## config.mk

```make
export PLATFORM = sky130hd
export DESIGN_NAME = serial_keypad_chain_reader_unit_flat
export DESIGN_NICKNAME = d
export VERILOG_FILES = /design/src/design/skpr_pkg.sv /design/src/design/skpr_cmd_if.sv /design/src/design/skpr_res_if.sv /design/src/design/skpr_cfg_if.sv /design/src/design/skpr_fifo.sv /design/src/design/skpr_front.sv /design/src/design/skpr_back.sv /design/src/design/serial_keypad_chain_reader_unit.sv /design/src/flat_wrapper.sv
export SDC_FILE = /design/constraint.sdc
export NUM_CORES = 1
export LEC_CHECK = 0
export ABC_AREA = 1
export BUFFER_PORTS_ARGS = -buffer_cell sky130_fd_sc_hd__clkbuf_2
export CORE_MARGIN = 1
export CORE_UTILIZATION = 60
export CTS_BUF_LIST = sky130_fd_sc_hd__clkbuf_2 sky130_fd_sc_hd__clkbuf_4 sky130_fd_sc_hd__clkbuf_8
export DETAILED_ROUTE_END_ITERATION = 7
export PLACE_DENSITY_LB_ADDON = 0.12
export SLEW_MARGIN = 40
export SYNTH_ARGS = -nofsm -noshare
export SYNTH_HDL_FRONTEND = slang
export SYNTH_SLANG_ARGS = --single-unit
```

## constraint.sdc

```tcl
create_clock -name clk -period 6.3 [get_ports clk]
set_input_delay 0 -clock clk [delete_from_list [all_inputs] [get_ports clk]]
set_output_delay 0 -clock clk [all_outputs]
set_load 0.01 [all_outputs]
```

## src/design/skpr_pkg.sv

```systemverilog
// skpr_pkg: shared types, codes and helper functions for the serial keypad chain reader
// no dependencies; compile first
package skpr_pkg;

	localparam int KEYS_PER_PAD = 16;
	localparam int WORD_W       = 16;
	localparam int BITS_LEFT_W  = 12;
	localparam int SLOT_W       = 5;
	localparam int COUNT_W      = 5;
	localparam int INDEX_W      = 4;
	localparam logic [SLOT_W-1:0] MAX_SLOTS = SLOT_W'(16);

	// command codes
	localparam logic CMD_START = 1'b0;
	localparam logic CMD_SHIFT = 1'b1;

	// status codes
	localparam logic STATUS_OK    = 1'b0;
	localparam logic STATUS_RANGE = 1'b1;

	// one job handed from the front to the back
	typedef struct packed {
		logic                  err;
		logic [WORD_W-1:0]     word;
		logic [SLOT_W-1:0]     slots;
	} skpr_job_t;

	// front to queue
	typedef struct packed {
		logic      valid;
		skpr_job_t job;
	} skpr_push_t;

	// queue to back
	typedef struct packed {
		logic      valid;
		skpr_job_t job;
	} skpr_head_t;

	// number of set bits in a word
	function automatic logic [COUNT_W-1:0] popcount16(input logic [WORD_W-1:0] w);
		logic [COUNT_W-1:0] c;
		c = '0;
		for (int i = 0; i < WORD_W; i++) begin
			c = c + COUNT_W'(w[i]);
		end
		return c;
	endfunction

	// index of the lowest set bit, 0 when none
	function automatic logic [INDEX_W-1:0] lowest_set(input logic [WORD_W-1:0] w);
		logic [INDEX_W-1:0] idx;
		idx = '0;
		for (int i = WORD_W - 1; i >= 0; i--) begin
			if (w[i]) begin
				idx = INDEX_W'(i);
			end
		end
		return idx;
	endfunction

endpackage

```

## src/design/skpr_cmd_if.sv

```systemverilog
// skpr_cmd_if: command channel (valid/ready plus command payload)
// depends on skpr_pkg
interface skpr_cmd_if;
	import skpr_pkg::*;

	logic       valid;
	logic       ready;
	logic       command;
	logic [7:0] keypad_number;
	logic [7:0] key_slots;
	logic       data_bit;

	modport source (output valid, command, keypad_number, key_slots, data_bit, input ready);
	modport sink   (input valid, command, keypad_number, key_slots, data_bit, output ready);
endinterface

```

## src/design/skpr_res_if.sv

```systemverilog
// skpr_res_if: result channel (valid/ready plus result payload)
// depends on skpr_pkg
interface skpr_res_if;
	import skpr_pkg::*;

	logic               valid;
	logic               ready;
	logic               status;
	logic [WORD_W-1:0]  raw_keys;
	logic [COUNT_W-1:0] pressed_count;
	logic [INDEX_W-1:0] key_index;
	logic               key_valid;
	logic               last;

	modport source (output valid, status, raw_keys, pressed_count, key_index, key_valid, last,
		input ready);
	modport sink   (input valid, status, raw_keys, pressed_count, key_index, key_valid, last,
		output ready);
endinterface

```

## src/design/skpr_cfg_if.sv

```systemverilog
// skpr_cfg_if: configuration write channel for keypad_count
// no dependencies
interface skpr_cfg_if;
	logic       valid;
	logic       ready;
	logic [7:0] data;

	modport source (output valid, data, input ready);
	modport sink   (input valid, data, output ready);
endinterface

```

## src/design/skpr_fifo.sv

```systemverilog
// skpr_fifo: short job queue between front and back
// depends on skpr_pkg
module skpr_fifo import skpr_pkg::*; #(
	parameter int DEPTH = 4
) (
	input  logic       clk,
	input  logic       arst_n,
	input  skpr_push_t push,
	output logic       full,
	output skpr_head_t head,
	input  logic       pop
);
	localparam int AW = (DEPTH > 1) ? $clog2(DEPTH) : 1;
	localparam int CW = $clog2(DEPTH + 1);

	skpr_job_t     mem_q [DEPTH];
	logic [AW-1:0] wr_ptr_q;
	logic [AW-1:0] rd_ptr_q;
	logic [CW-1:0] count_q;
	logic          empty;
	logic          do_push;
	logic          do_pop;

	// occupancy flags
	assign empty   = (count_q == '0);
	assign full    = (count_q == CW'(DEPTH));
	assign do_push = push.valid && !full;
	assign do_pop  = pop && !empty;

	assign head.valid = !empty;
	assign head.job   = mem_q[rd_ptr_q];

	// storage write
	always_ff @(posedge clk) begin
		if (do_push) begin
			mem_q[wr_ptr_q] <= push.job;
		end
	end

	// pointers wrap at the last entry, occupancy count
	always_ff @(posedge clk or negedge arst_n) begin
		if (!arst_n) begin
			wr_ptr_q <= '0;
			rd_ptr_q <= '0;
			count_q  <= '0;
		end else begin
			if (do_push) begin
				wr_ptr_q <= (wr_ptr_q == AW'(DEPTH - 1)) ? '0 : wr_ptr_q + 1'b1;
			end
			if (do_pop) begin
				rd_ptr_q <= (rd_ptr_q == AW'(DEPTH - 1)) ? '0 : rd_ptr_q + 1'b1;
			end
			unique case ({do_push, do_pop})
				2'b10: begin
					count_q <= count_q + 1'b1;
				end
				2'b01: begin
					count_q <= count_q - 1'b1;
				end
				default: begin
					count_q <= count_q;
				end
			endcase
		end
	end

	a_no_push_when_full: assert property (@(posedge clk) disable iff (!arst_n)
		full |-> !push.valid)
		else $error("job pushed into a full queue");

endmodule

```

## src/design/skpr_front.sv

```systemverilog
// skpr_front: accepts commands, runs the serial shift and queues error or burst jobs
// depends on skpr_pkg, skpr_cmd_if, skpr_cfg_if
module skpr_front import skpr_pkg::*; (
	input  logic       clk,
	input  logic       arst_n,
	skpr_cmd_if.sink   cmd,
	skpr_cfg_if.sink   cfg,
	input  logic       queue_full,
	output skpr_push_t push
);
	logic [7:0]             count_q;
	logic [WORD_W-1:0]      shift_word_q;
	logic [BITS_LEFT_W-1:0] bits_left_q;
	logic                   scan_active_q;
	logic [SLOT_W-1:0]      slots_wanted_q;

	logic                   accept;
	logic                   in_range;
	logic [SLOT_W-1:0]      slots_clamped;
	logic [WORD_W-1:0]      word_next;
	logic [BITS_LEFT_W-1:0] bits_next;
	logic                   shift_done;

	assign cfg.ready = 1'b1;
	assign cmd.ready = !queue_full;
	assign accept    = cmd.valid && cmd.ready;

	// classify the transaction
	assign in_range      = (cmd.keypad_number != 8'd0) && (cmd.keypad_number <= count_q);
	assign slots_clamped = (cmd.key_slots > 8'(MAX_SLOTS)) ? MAX_SLOTS
		: cmd.key_slots[SLOT_W-1:0];
	assign word_next     = {shift_word_q[WORD_W-2:0], cmd.data_bit};
	assign bits_next     = (bits_left_q != '0) ? bits_left_q - 1'b1 : bits_left_q;
	assign shift_done    = scan_active_q && (bits_next == '0);

	// job to the queue
	always_comb begin
		push.valid     = 1'b0;
		push.job.err   = 1'b0;
		push.job.word  = word_next;
		push.job.slots = (slots_wanted_q == '0) ? SLOT_W'(1) : slots_wanted_q;
		if (accept) begin
			unique case (cmd.command)
				CMD_START: begin
					if (!in_range) begin
						push.valid     = 1'b1;
						push.job.err   = 1'b1;
						push.job.word  = '0;
						push.job.slots = SLOT_W'(1);
					end
				end
				CMD_SHIFT: begin
					push.valid = shift_done;
				end
				default: begin
					push.valid = 1'b0;
				end
			endcase
		end
	end

	// configuration register
	always_ff @(posedge clk or negedge arst_n) begin
		if (!arst_n) begin
			count_q <= 8'd1;
		end else if (cfg.valid && cfg.ready) begin
			count_q <= cfg.data;
		end
	end

	// scan state
	always_ff @(posedge clk or negedge arst_n) begin
		if (!arst_n) begin
			shift_word_q   <= '0;
			bits_left_q    <= '0;
			scan_active_q  <= 1'b0;
			slots_wanted_q <= '0;
		end else if (accept) begin
			unique case (cmd.command)
				CMD_START: begin
					if (in_range) begin
						bits_left_q    <= BITS_LEFT_W'(32'(cmd.keypad_number) * KEYS_PER_PAD);
						slots_wanted_q <= slots_clamped;
						scan_active_q  <= 1'b1;
					end else begin
						bits_left_q   <= '0;
						scan_active_q <= 1'b0;
					end
				end
				CMD_SHIFT: begin
					if (scan_active_q) begin
						shift_word_q <= word_next;
						bits_left_q  <= bits_next;
						if (bits_next == '0) begin
							scan_active_q <= 1'b0;
						end
					end
				end
				default: begin
					scan_active_q <= scan_active_q;
				end
			endcase
		end
	end

	a_active_has_bits: assert property (@(posedge clk) disable iff (!arst_n)
		scan_active_q |-> (bits_left_q != '0))
		else $error("scan active with no bits left");

	a_push_ends_scan: assert property (@(posedge clk) disable iff (!arst_n)
		(push.valid && !push.job.err) |=> !scan_active_q)
		else $error("burst queued but scan still active");

endmodule

```

## src/design/skpr_back.sv

```systemverilog
// skpr_back: drains jobs and emits one result per cycle into an output register
// while busy and not stalled by res.ready; depends on skpr_pkg, skpr_res_if
module skpr_back import skpr_pkg::*; (
	input  logic       clk,
	input  logic       arst_n,
	input  skpr_head_t head,
	output logic       pop,
	skpr_res_if.source res
);
	logic                busy_q;
	logic                err_q;
	logic [WORD_W-1:0]   word_q;
	logic [WORD_W-1:0]   mask_q;
	logic [COUNT_W-1:0]  count_q;
	logic [SLOT_W-1:0]   slots_left_q;
	logic                out_valid_q;

	logic                status_q;
	logic [WORD_W-1:0]   raw_q;
	logic [COUNT_W-1:0]  pcount_q;
	logic [INDEX_W-1:0]  index_q;
	logic                kvalid_q;
	logic                last_q;

	logic                can_emit;
	logic                found;
	logic [INDEX_W-1:0]  low_idx;

	assign pop      = !busy_q && head.valid;
	assign can_emit = busy_q && (!out_valid_q || res.ready);
	assign found    = (mask_q != '0);
	assign low_idx  = lowest_set(mask_q);

	assign res.valid         = out_valid_q;
	assign res.status        = status_q;
	assign res.raw_keys      = raw_q;
	assign res.pressed_count = pcount_q;
	assign res.key_index     = index_q;
	assign res.key_valid     = kvalid_q;
	assign res.last          = last_q;

	// job load and slot walk
	always_ff @(posedge clk or negedge arst_n) begin
		if (!arst_n) begin
			busy_q       <= 1'b0;
			slots_left_q <= '0;
		end else if (pop) begin
			busy_q       <= 1'b1;
			slots_left_q <= head.job.slots;
		end else if (can_emit) begin
			slots_left_q <= slots_left_q - 1'b1;
			if (slots_left_q == SLOT_W'(1)) begin
				busy_q <= 1'b0;
			end
		end
	end

	// job payload
	always_ff @(posedge clk) begin
		if (pop) begin
			err_q   <= head.job.err;
			word_q  <= head.job.word;
			mask_q  <= head.job.word;
			count_q <= popcount16(head.job.word);
		end else if (can_emit && found) begin
			mask_q <= mask_q & ~(WORD_W'(1) << low_idx);
		end
	end

	// output register valid
	always_ff @(posedge clk or negedge arst_n) begin
		if (!arst_n) begin
			out_valid_q <= 1'b0;
		end else if (can_emit) begin
			out_valid_q <= 1'b1;
		end else if (res.ready) begin
			out_valid_q <= 1'b0;
		end
	end

	// output register payload
	always_ff @(posedge clk) begin
		if (can_emit) begin
			status_q <= err_q ? STATUS_RANGE : STATUS_OK;
			raw_q    <= word_q;
			pcount_q <= count_q;
			index_q  <= found ? low_idx : '0;
			kvalid_q <= found;
			last_q   <= (slots_left_q == SLOT_W'(1));
		end
	end

	a_busy_has_slots: assert property (@(posedge clk) disable iff (!arst_n)
		busy_q |-> (slots_left_q != '0))
		else $error("busy with no slots left");

	a_error_is_last: assert property (@(posedge clk) disable iff (!arst_n)
		(out_valid_q && status_q == STATUS_RANGE) |-> (last_q && !kvalid_q))
		else $error("error result not a single empty result");

endmodule

```

## src/design/serial_keypad_chain_reader_unit.sv

```systemverilog
// serial_keypad_chain_reader_unit: top level of the serial keypad chain reader
// depends on skpr_pkg, the channel interfaces, skpr_front, skpr_fifo, skpr_back
//
//  channel | dir | handshake   | payload
//  --------+-----+-------------+-----------------------------------------------
//  cmd     | in  | valid/ready | command, keypad_number, key_slots, data_bit
//  res     | out | valid/ready | status, raw_keys, pressed_count, key_index,
//          |     |             | key_valid, last
//  cfg     | in  | valid/ready | data (keypad_count), always ready
//
// shift transactions are taken one per cycle while the job queue has room
// a queued job is loaded into the back end, which then emits its results
// (max(slots, 1) of them, at most 16; one for an error), paced by the output register
// cmd.ready drops only when the QUEUE_DEPTH job queue is full
// asynchronous active-low reset clears all control state; no clearing pass
module serial_keypad_chain_reader_unit import skpr_pkg::*; #(
	parameter int QUEUE_DEPTH = 4
) (
	input  logic       clk,
	input  logic       arst_n,
	skpr_cmd_if.sink   cmd,
	skpr_cfg_if.sink   cfg,
	skpr_res_if.source res
);
	skpr_push_t push;
	skpr_head_t head;
	logic       queue_full;
	logic       pop;

	// command front end
	skpr_front u_front (
		.clk        (clk),
		.arst_n     (arst_n),
		.cmd        (cmd),
		.cfg        (cfg),
		.queue_full (queue_full),
		.push       (push)
	);

	// job queue
	skpr_fifo #(
		.DEPTH (QUEUE_DEPTH)
	) u_fifo (
		.clk    (clk),
		.arst_n (arst_n),
		.push   (push),
		.full   (queue_full),
		.head   (head),
		.pop    (pop)
	);

	// result back end
	skpr_back u_back (
		.clk    (clk),
		.arst_n (arst_n),
		.head   (head),
		.pop    (pop),
		.res    (res)
	);

endmodule
```

## src/flat_wrapper.sv

```systemverilog
// flat-port wrapper written by rule: the top's interface ports become plain ports
module serial_keypad_chain_reader_unit_flat import skpr_pkg::*;
#(
	parameter int QUEUE_DEPTH = 4
)
  (clk, arst_n, cmd_valid, cmd_command, cmd_keypad_number, cmd_key_slots, cmd_data_bit, cmd_ready, cfg_valid, cfg_data, cfg_ready, res_valid, res_status, res_raw_keys, res_pressed_count, res_key_index, res_key_valid, res_last, res_ready);
  skpr_cmd_if cmd_i ();
  skpr_cfg_if cfg_i ();
  skpr_res_if res_i ();
  input  logic clk;
  input  logic arst_n;
  input wire logic [$bits(cmd_i.valid)-1:0] cmd_valid;
  input wire logic [$bits(cmd_i.command)-1:0] cmd_command;
  input wire logic [$bits(cmd_i.keypad_number)-1:0] cmd_keypad_number;
  input wire logic [$bits(cmd_i.key_slots)-1:0] cmd_key_slots;
  input wire logic [$bits(cmd_i.data_bit)-1:0] cmd_data_bit;
  output wire logic [$bits(cmd_i.ready)-1:0] cmd_ready;
  input wire logic [$bits(cfg_i.valid)-1:0] cfg_valid;
  input wire logic [$bits(cfg_i.data)-1:0] cfg_data;
  output wire logic [$bits(cfg_i.ready)-1:0] cfg_ready;
  output wire logic [$bits(res_i.valid)-1:0] res_valid;
  output wire logic [$bits(res_i.status)-1:0] res_status;
  output wire logic [$bits(res_i.raw_keys)-1:0] res_raw_keys;
  output wire logic [$bits(res_i.pressed_count)-1:0] res_pressed_count;
  output wire logic [$bits(res_i.key_index)-1:0] res_key_index;
  output wire logic [$bits(res_i.key_valid)-1:0] res_key_valid;
  output wire logic [$bits(res_i.last)-1:0] res_last;
  input wire logic [$bits(res_i.ready)-1:0] res_ready;
  assign cmd_i.valid = cmd_valid;
  assign cmd_i.command = cmd_command;
  assign cmd_i.keypad_number = cmd_keypad_number;
  assign cmd_i.key_slots = cmd_key_slots;
  assign cmd_i.data_bit = cmd_data_bit;
  assign cmd_ready = cmd_i.ready;
  assign cfg_i.valid = cfg_valid;
  assign cfg_i.data = cfg_data;
  assign cfg_ready = cfg_i.ready;
  assign res_valid = res_i.valid;
  assign res_status = res_i.status;
  assign res_raw_keys = res_i.raw_keys;
  assign res_pressed_count = res_i.pressed_count;
  assign res_key_index = res_i.key_index;
  assign res_key_valid = res_i.key_valid;
  assign res_last = res_i.last;
  assign res_i.ready = res_ready;
  serial_keypad_chain_reader_unit #(.QUEUE_DEPTH(QUEUE_DEPTH)) u_core (.clk(clk), .arst_n(arst_n), .cmd(cmd_i), .cfg(cfg_i), .res(res_i));
endmodule
```

==> results.md <==
| Metric | This run | Unit |
|:---|:---|:---|
| Initial antenna violation count | 0 | - |
| Required time at the endpoint of the critical path | 6550 | ps |
| Most common cell after layout, fill and taps aside | nand2_1 | - |
| Number of antenna diodes | 0 | - |
| Final-report max-slew violation count | 0 | - |
| Crit path buf inv count | 6 | - |
| Die Outline Area | 0.0162 | sq mm |
| Final worst-path cycle share | 0.814 | - |
| Clock tree buffer depth | 3 | - |
| Wire length of the first global-routing pass | 33100 | um |
| Overall die height | 127 | um |
| Final worst path period need | 5130 | ps |
| Critical Path Start | u_core.u_fifo.rd_ptr_q[1] | - |
| Fraction of final layout cells sized beyond drive strength 1 | 0.148 | - |
| Delay of the slowest cell on the worst path | 830 | ps |
| Register area share after synthesis | 0.636 | - |
| Routability cong. | 0.894 | - |
| Resized Gates After CTS | 0 | - |
| Cell area power density | 519 | mW/mm^2 |
| Initial Util | 0.618 | - |
| Footprint of the flip-flops and latches | 0.00600 | sq mm |
| Combined area of all synthesized cells | 0.00943 | sq mm |
| First-pass DRT Iterations | 5 | - |
| Family with the most delay on the worst path | adder cells | - |
| Count of flip-flops with a built-in enable after synthesis | 154 | - |
| Highest clock rate | 0.195 | GHz |
| Remaining max-slew budget at the tightest pin | 0.496 | - |
| Measured slew at the worst slew-check pin | 756 | ps |
| Unique masters post-synth | 47 | - |
| Depth of the critical timing path with buffers and inverters included | 14 | - |
| Setup fix buffers added after clock tree synthesis | 0 | - |
| Critical path cell sequence | inv_1 > a32oi_1 > inv_1 > fa_1 > inv_1 > fa_1 > inv_1 > fa_1 > fa_1 > inv_1 > ha_1 > inv_1 > fa_1 > xnor2_1 | - |
| Maximum net fanout on the critical path | 24 | - |
| I/O pin total | 62 | - |
| Leading register cell type out of synthesis | edfxtp_1 | - |
| Crit path top cell by count | inv_1 | - |
| Kind of capture point of the worst setup path | register | - |
| Net count of the mapped netlist | 948 | - |
| Number of fillers in the final layout | 1053 | - |
| Result of the run | completed | - |
| Count of max-cap constraint violations | 0 | - |
| Total number of vias | 6824 | - |
| H-tree levels | 2 | - |
| Post-route ant nets | 0 | - |
| Worst Path Class, Setup | reg2reg | - |
| CTS buffer count | 35 | - |
| TritonCTS clock tree | built | - |
| Via-to-Cell Ratio | 5.45 | - |
| Total of buffers placed on input and output ports | 60 | - |
| Worst Setup Slack, final | 1170 | ps |
| Maximum ir drop on the vdd rail | 0.461 | mV |
| Std-Cell Core Area | 0.0153 | sq mm |
| Critical-path top delay cell | dfrtp_1 | - |
| Commonest cells after routing, fill and taps aside | nand2_1 (186), edfxtp_1 (154), inv_1 (117) | - |
| Layout Area Growth over Synthesis | 18.9 | % |
| Crit start category | register | - |
| Area of combinational cells with multiple inputs | 0.00287 | sq mm |
| Final number of hold-violating endpoints | 0 | - |
| Average cell area after synthesis | 10.7 | sq um |
| Class of the tightest hold or removal check | in2async | - |
| Largest net degree at the start of global routing | 56 | - |
| Worst slack after detailed placement | 1190 | ps |
| Async set-or-reset flop fraction in the synthesized netlist | 0.263 | - |
| Global routing usage summed across all routing layers | 0.264 | - |
| Violation count after the first detailed-route iteration | 672 | - |
| Worst r2r src | u_core.u_fifo.rd_ptr_q[1] | - |
| DRC Markers | 0 | - |
| Unrepaired setup endpoints after global routing | false | - |
| Setup-failing EPs final | 0 | - |
| Number of sinks driven by the clock tree | 209 | - |
| Remaining global-route overflow | 0 | - |
| Std-Cell Rows | 45 | - |
| Total wire length after detailed routing | 20500 | um |
| Placed wire-length estimate after detailed placement | 12400 | um |
| Mapped Cells | 883 | - |
| Vias in the first global route | 6797 | - |
| Wirelength per Cell | 16.4 | um |
| Buffer cell driving the clock tree root | clkbuf_8 | - |
| Width of the die | 127 | um |
| Total leakage power | 4.75 | nW |
| #FFs+latches synth | 209 | - |
| Clock transition at the registers of the reported paths | 60 | ps |
| Clock insertion delay at the later pin of the skew report | 510 | ps |
| Final Skew | 20.6 | ps |
| Depth of the worst register-to-register path | 14 | - |
| Final net count | 1082 | - |
| Number of warning messages in the yosys log | 0 | - |
| Crit path arrival time | 5380 | ps |
| Final-layout setup total negative slack | 0 | ps |
==> cells in the mapped netlist (all sizes together), types with 10 or more instances <==
master  number  area (sq um)
clkbuf      21          78.8
edfxtp     154          4620
o21ai       86           430
nand2      189           714
dfrtp       54          1350
nor3        11          80.1
nor2        78           328
a21oi       18          93.8
nand3       45           230
ha          23           288
o22ai       11          68.8
fa          11           220
inv        124           465
xor2        10          87.6
nand4       13          87.6
==> sequential cells by signal, indices dropped and copies added, names as in the netlist <==
| signal | cells |
|---|---|
| u_core.u_front.slots_wanted_q | 5 |
| u_core.u_back.err_q | 1 |
| u_core.u_back.res.status | 1 |
| u_core.u_front.scan_active_q | 1 |
| u_core.u_back.slots_left_q | 5 |
| u_core.u_back.res.raw_keys | 16 |
| u_core.u_back.res.key_valid | 1 |
| u_core.u_front.bits_left_q | 12 |
| u_core.u_back.mask_q | 16 |
| u_core.u_back.res.pressed_count | 5 |
| u_core.u_back.res.last | 1 |
| u_core.u_fifo.mem_q | 88 |
| u_core.u_back.word_q | 16 |
| u_core.u_back.count_q | 5 |
| u_core.u_back.res.key_index | 4 |
| u_core.u_back.res.valid | 1 |
| u_core.u_back.busy_q | 1 |
| u_core.u_front.shift_word_q | 15 |
| u_core.u_fifo.wr_ptr_q | 2 |
| u_core.u_fifo.count_q | 3 |
| u_core.u_fifo.rd_ptr_q | 2 |
| u_core.u_front.count_q | 8 |
==> metrics by stage <==
step                      power, mW  hold WS (ps)  area, sq um  cells   util
after floorplan                3.94          -296         9430    883      -
after global placement         4.38           184         9970   1138  0.653
after detailed placement       4.57           197         9970   1138  0.654
after CTS                      5.83          15.4        11200   1250  0.733
after global routing           6.34          72.0        11200   1251  0.735
final                          5.82          42.3        11200   1251  0.735
==> cells by family after synthesis <==
| group | after synthesis | synth area share |
|---|---|---|
| buf+inv | 150 | 0.0601 |
| mux | 1 | 0.00119 |
| other cells | 1 | 0.000398 |
| xor+xnor | 12 | 0.0111 |
| compound gates | 132 | 0.0773 |
| fa+ha+maj | 34 | 0.0539 |
| flops | 209 | 0.636 |
| simple gates | 344 | 0.160 |
==> what timing repair did <==
item	CTS	global route
hold endpoints to repair	82	0
setup endpoints to repair	0	0
hold buffers	52	0
==> path summary, 6_finish.rpt <==
kind / slack [ps] / end
min in group clk: 50 / u_core.u_front.slots_wanted_q[0]
hold reg to reg: 420 / u_core.u_back.res.raw_keys[8]
setup / recovery: 1170 / u_core.u_back.count_q[2]
setup reg to reg: 1170 / u_core.u_back.count_q[2]
hold / removal: 40 / u_core.u_front.count_q[7]
max in group asynchronous: 5720 / u_core.u_front.count_q[0]
==> worst min-delay path, delay by kind of cell <==
family | cells | cell delay, ps
buffers and inverters | 3 | 940
==> where the power goes <==
group | internal (mW) | switching, mW | total [mW]
clock | 0.692 | 0.509 | 1.20
combinational | 0.960 | 1.55 | 2.51
sequential | 1.96 | 0.143 | 2.11
==> layout make-up <==
type / instances / area share
timing repair buffer: 123 / 0.0817
inverter: 124 / 0.0415
sequential: 209 / 0.535
clock buffer: 48 / 0.0533
clock inverter: 12 / 0.00881
tap: 211 / 0.0235
multi-input combinational: 524 / 0.256
==> layer usage <==
| layer | part of all wire | track usage | vias to the layer above |
|---|---|---|---|
| li1 | - | - | 3228 |
| met1 | 0.42 | 0.340 | 3262 |
| met2 | 0.49 | 0.443 | 287 |
| met3 | 0.064 | 0.0523 | 47 |
| met4 | 0.024 | 0.106 | 0 |
| met5 | 0 | 0 | - |
Power figures use the tool's default switching activity.
